===== src/rtl/core/fcfl_pkg.sv =====
package fcfl_pkg;

    localparam int CHUNK_BYTES    = 4096;
    localparam int CHUNK_SHIFT    = $clog2(CHUNK_BYTES);
    localparam int MAX_CHUNKS_DEF = 1024;

    localparam logic [31:0] ALIGN_MASK = ~(32'(CHUNK_BYTES) - 32'd1);
    localparam logic [31:0] LOW_MASK   = 32'(CHUNK_BYTES) - 32'd1;

    typedef enum logic [1:0] {
        OP_INIT  = 2'd0,
        OP_ALLOC = 2'd1,
        OP_FREE  = 2'd2,
        OP_NOP   = 2'd3
    } t_op;

    typedef enum logic [2:0] {
        ST_OK       = 3'd0,
        ST_NO_FREE  = 3'd1,
        ST_BAD_SIZE = 3'd2,
        ST_NULL     = 3'd3,
        ST_BAD_ADDR = 3'd4
    } t_status;

    localparam logic CFG_HEAP_START = 1'b0;
    localparam logic CFG_HEAP_END   = 1'b1;

    typedef struct packed {
        logic load;   // capture the input beat
        logic exec;   // apply the operation to list state
        logic walk;   // write one link of the init sweep
        logic emit;   // load the output register
    } t_dp_cmd;

    typedef struct packed {
        logic is_init;
        logic walk_done;
    } t_dp_stat;

endpackage


===== src/rtl/core/fcfl_ctrl.sv =====
module fcfl_ctrl import fcfl_pkg::*; (
    input  logic     i_clk,
    input  logic     i_rst_n,
    input  logic     i_in_valid,
    output logic     o_in_ready,
    output logic     o_out_valid,
    input  logic     i_out_ready,
    input  t_dp_stat i_stat,
    output t_dp_cmd  o_cmd
);

    typedef enum logic [2:0] {
        S_IDLE = 3'b001,
        S_EXEC = 3'b010,
        S_WALK = 3'b100
    } t_state;

    t_state r_state, n_state;
    logic   r_out_valid, n_out_valid;
    logic   slot_free;

    always_ff @(posedge i_clk) begin
        if (!i_rst_n) begin
            r_state     <= S_IDLE;
            r_out_valid <= 1'b0;
        end else begin
            r_state     <= n_state;
            r_out_valid <= n_out_valid;
        end
    end

    assign slot_free = !r_out_valid || i_out_ready;

    always_comb begin
        n_state    = r_state;
        o_cmd      = '0;
        o_in_ready = 1'b0;
        case (r_state)
            S_IDLE: begin
                o_in_ready = 1'b1;
                if (i_in_valid) begin
                    o_cmd.load = 1'b1;
                    n_state    = S_EXEC;
                end
            end
            S_EXEC: begin
                if (i_stat.is_init) begin
                    o_cmd.exec = 1'b1;
                    n_state    = S_WALK;
                end else if (slot_free) begin
                    o_cmd.exec = 1'b1;
                    o_cmd.emit = 1'b1;
                    n_state    = S_IDLE;
                end
            end
            S_WALK: begin
                if (!i_stat.walk_done) begin
                    o_cmd.walk = 1'b1;
                end else if (slot_free) begin
                    o_cmd.emit = 1'b1;
                    n_state    = S_IDLE;
                end
            end
            default: n_state = S_IDLE;
        endcase
    end

    always_comb begin
        if (o_cmd.emit) begin
            n_out_valid = 1'b1;
        end else if (i_out_ready) begin
            n_out_valid = 1'b0;
        end else begin
            n_out_valid = r_out_valid;
        end
    end

    assign o_out_valid = r_out_valid;

endmodule


===== config.mk =====
export PLATFORM = sky130hd
export DESIGN_NAME = fcfl_ctrl
export DESIGN_NICKNAME = d
export VERILOG_FILES = /design/src/rtl/core/fcfl_pkg.sv /design/src/rtl/core/fcfl_ctrl.sv
export SDC_FILE = /design/constraint.sdc
export NUM_CORES = 1
export LEC_CHECK = 0
export BUFFER_PORTS_ARGS = -buffer_cell sky130_fd_sc_hd__buf_2
export CORE_AREA = 3 3 40 42
export DETAILED_ROUTE_END_ITERATION = 7
export DIE_AREA = 0 0 43 45
export GPL_ROUTABILITY_DRIVEN = 0
export PLACE_DENSITY = 0.5
export SYNTH_ARGS = -nofsm -noshare
export SYNTH_HDL_FRONTEND = slang
export SYNTH_SLANG_ARGS = --single-unit

===== constraint.sdc =====
create_clock -name i_clk -period 2.8 [get_ports i_clk]
set_input_delay 0.42 -clock i_clk [delete_from_list [all_inputs] [get_ports i_clk]]
set_output_delay 0.42 -clock i_clk [all_outputs]
set_load 0.05 [all_outputs]

==> tab_implementation.tex <==
\begin{tabular}{lr}
\hline
Metric & Value \\
\hline
\multicolumn{2}{l}{\textbf{Run status}} \\
Run status & finished clean \\
\multicolumn{2}{l}{\textbf{Critical path}} \\
Crit-path slowest cell & dfxtp\_1 \\
Kind of critical path & reg2out \\
Largest stage delay on the critical path & 520 ps \\
Startpoint of the worst register-to-register path & r\_state[0] \\
Top delay family on crit path & flip-flops \\
WP data required & approximately 2400 ps \\
Worst R2R Setup Slack & 1610 ps \\
Buffering stage count on the worst path with inverters included & 1 \\
Peak fanout along the critical path & 10 \\
Reg-to-reg endpoint & o\_out\_valid \\
Worst Setup End Kind & output port \\
Launching element type of the critical path & register \\
Arrival time at the worst endpoint & roughly 1500 ps \\
Cells traversed along the worst timing path & and4bb\_2 > a31oi\_1 > nor2b\_1 > buf\_2 \\
R2R depth & 3 \\
\multicolumn{2}{l}{\textbf{Cells and area}} \\
\# nets final & between 50 and 60 \\
Count of antenna diodes in the layout & 0 \\
Non-filler instance count after layout & just under 60 \\
Fraction of final layout cells with drive strength greater than 1 & 0.409 \\
Growth of design area from synthesis to finish & 29.7\% \\
Filler Cell Count & about 150 \\
\multicolumn{2}{l}{\textbf{Floorplanning}} \\
Initial Util & 0.213 \\
Area of the core region & 1280 um2 \\
Die ar. & about 1900 um2 \\
Vertical extent of the die & around 45 um \\
Rows & 13 \\
Overall die width & 43 um \\
Ports placed on the boundary & 12 \\
\multicolumn{2}{l}{\textbf{Routing}} \\
Router iterations before antenna repair & 2 \\
Remaining DRCs & 0 \\
Initial DRC Count & 3 \\
Via count & 284 \\
Vias per cell & between 4 and 5 \\
Total Routed Length & slightly below 700 um \\
Final antenna-violating net count & 0 \\
Post-detailed-route wirelength per cell & between 10 and 15 um \\
\multicolumn{2}{l}{\textbf{Yosys}} \\
Warnings, synthesis & 0 \\
Flop and latch count out of synthesis & 4 \\
Synth Area in Adders & 0 \\
Gate count after technology mapping & 32 \\
Largest family of logic cells by synthesized area & simple AND/OR/NAND/NOR gates \\
Multiplexer area fraction after synthesis & 0 \\
Yosys top cell area share & 0.292 \\
Async set or reset register ratio after synthesis & 0 \\
Ranking of synthesized cells by instance count & nor2\_1, dfxtp\_1, nand2b\_1 \\
Ranking of synthesized cells by area & dfxtp\_1, nand2b\_1, nor2\_1 \\
Cell with the most instances after synthesis & nor2\_1 \\
Post-Synth XOR/XNOR Area & 0 \\
Net count after synthesis & 38 \\
Mean area per synthesized cell & $\sim$8.6 um2 \\
Share of the synthesized area in compound gates (AO/OA/AOI/OAI) & 0.265 \\
Part of the Yosys area used for sequential elements & 0.292 \\
Most instantiated flip-flop cell in the synthesis netlist & dfxtp\_1 \\
Simple-gate area share of the yosys netlist & 0.361 \\
Number of synthesized flops with an enable pin & 0 \\
Synthesized area & between 200 and 300 um2 \\
Dominant cell type by area after synthesis & dfxtp\_1 \\
Unique cell type count in the Yosys netlist & 18 \\
\multicolumn{2}{l}{\textbf{Global route}} \\
Overall routing resource usage & 0.0790 \\
Vias in the first global route & $\sim$250 \\
Final global-route overflow total & 0 \\
Pin count of the biggest net entering global routing & 11 \\
First-pass GRT wire length & slightly above 1000 um \\
Initial antenna violation count & 0 \\
\multicolumn{2}{l}{\textbf{Timing}} \\
Count of final setup violators & 0 \\
Final number of max-transition violations & 0 \\
Clock skew & $\sim$7 ps \\
Pin slew with the least headroom to its limit & $\sim$350 ps \\
Post-layout minimum cycle time & $\sim$1900 ps \\
RSZ-0062 raised after global routing & false \\
Worst slew margin relative to its limit & 0.768 \\
Final sum of negative setup slack & 0 ps \\
Post-route fraction of the period consumed by the critical path & 0.688 \\
Max Fclk & 519 MHz \\
Fin. Hold Viols & 0 \\
\multicolumn{2}{l}{\textbf{CTS}} \\
Clock tree from TritonCTS & done \\
Number of instances resized during post-cts repair & 0 \\
Total CTS buffers & 3 \\
Number of buffers between clock root and the deepest sink & 2 \\
Clock-pin slew reported for the worst setup and hold paths after clock tree synthesis & around 40 ps \\
Clk Latency, worst-skew pair & 240 ps \\
Post-CTS setup-driven buffer insertion count & 0 \\
Number of sinks driven by the clock tree & 4 \\
Post-CTS Hold Buffers & 0 \\
Library cell used as clock root buffer & clkbuf\_4 \\
CTS H-tree lvls & 1 \\
\multicolumn{2}{l}{\textbf{Worst hold path}} \\
Endpoint of the worst hold-timing path & r\_state[0] \\
Worst Hold Path Cells & 2 \\
Origin of the worst min-delay path & i\_rst\_n \\
Class of the most critical hold timing path & in2reg \\
\multicolumn{2}{l}{\textbf{Power}} \\
Final Power & around 190 uW \\
Static Leak & around 0.17 nW \\
Max VDD drop & around 190 uV \\
Power Density & 535 nW/um2 \\
\multicolumn{2}{l}{\textbf{Placement}} \\
Port Buffer Count & 11 \\
Placed insts & 56 \\
\multicolumn{2}{l}{\textbf{Run}} \\
Max\_cap viols & 0 \\
\hline
\end{tabular}
-- placed cells by master (no fill, tap or decap), drive strengths merged --
cell | netlist | layout
buf | 2 | 11
nor2 | 5 | 5
nand2b | 5 | 5
dfxtp | 4 | 4
clkbuf | 0 | 3
inv | 2 | 2
nor3 | 2 | 2
a21oi | 2 | 2
and4bb | 1 | 1
a31oi | 1 | 1
nor2b | 1 | 1
o211a | 1 | 1
a21boi | 1 | 1
nor4 | 1 | 1
o22ai | 1 | 1
o221a | 1 | 1
o21ai | 1 | 1
o311ai | 1 | 1
-- routing by layer --
layer / part of all wire / vias up / track usage / wire length, um
met5: 0 / - / 0 / 0
li1: - / 139 / - / -
met4: 0.013 / 0 / 0.0542 / 9
met1: 0.46 / 131 / 0.0815 / 307
met2: 0.42 / 12 / 0.108 / 282
met3: 0.11 / 2 / 0.0637 / 74
-- flip-flops by register name (all words and copies together) (netlist names) --
| signal | cells |
|---|---|
| r_state | 3 |
| o_out_valid | 1 |
-- power by group --
part | internal [mW] | total, mW | switching, mW
clock network | 0.0481 | 0.0740 | 0.0259
registers | 0.0605 | 0.0676 | 0.00703
logic | 0.0159 | 0.0485 | 0.0327
-- layout make-up --
| class | count | area (um2) | share of cell area |
|---|---|---|---|
| clock buffer | 3 | 22.5 | 0.0634 |
| inverter | 2 | 7.51 | 0.0211 |
| multi-input combinational | 24 | 171 | 0.482 |
| sequential | 4 | 80.1 | 0.225 |
| tap | 15 | 18.8 | 0.0528 |
| timing repair buffer | 11 | 55.1 | 0.155 |
-- per-stage QoR --
stage	worst slack (ps)	utilization	cell area [um2]	hold WS (ps)
after floorplan	579	-	274	493
after global placement	1150	0.259	333	639
after detailed placement	1120	0.259	333	631
after CTS	864	0.277	355	408
after global routing	785	0.277	355	405
final	874	0.277	355	417
-- worst max path at each step --
stage,from,to,slack (ps),depth (start not counted)
floorplan,o_out_valid,o_cmd[2],580,3
global placement,r_state[0],o_cmd[0],1150,4
detailed placement,r_state[0],o_cmd[0],1120,4
CTS,r_state[0],o_cmd[0],860,4
global route,r_state[0],o_cmd[0],780,4
finish,r_state[0],o_cmd[0],870,4
-- logic make-up (layout without fill, tap and decap cells) --
logic type	Yosys count	in the layout
simple gates	15	15
compound gates	9	9
flops	4	4
buf+inv	4	16
No activity file was read; power rests on OpenSTA's default activity.
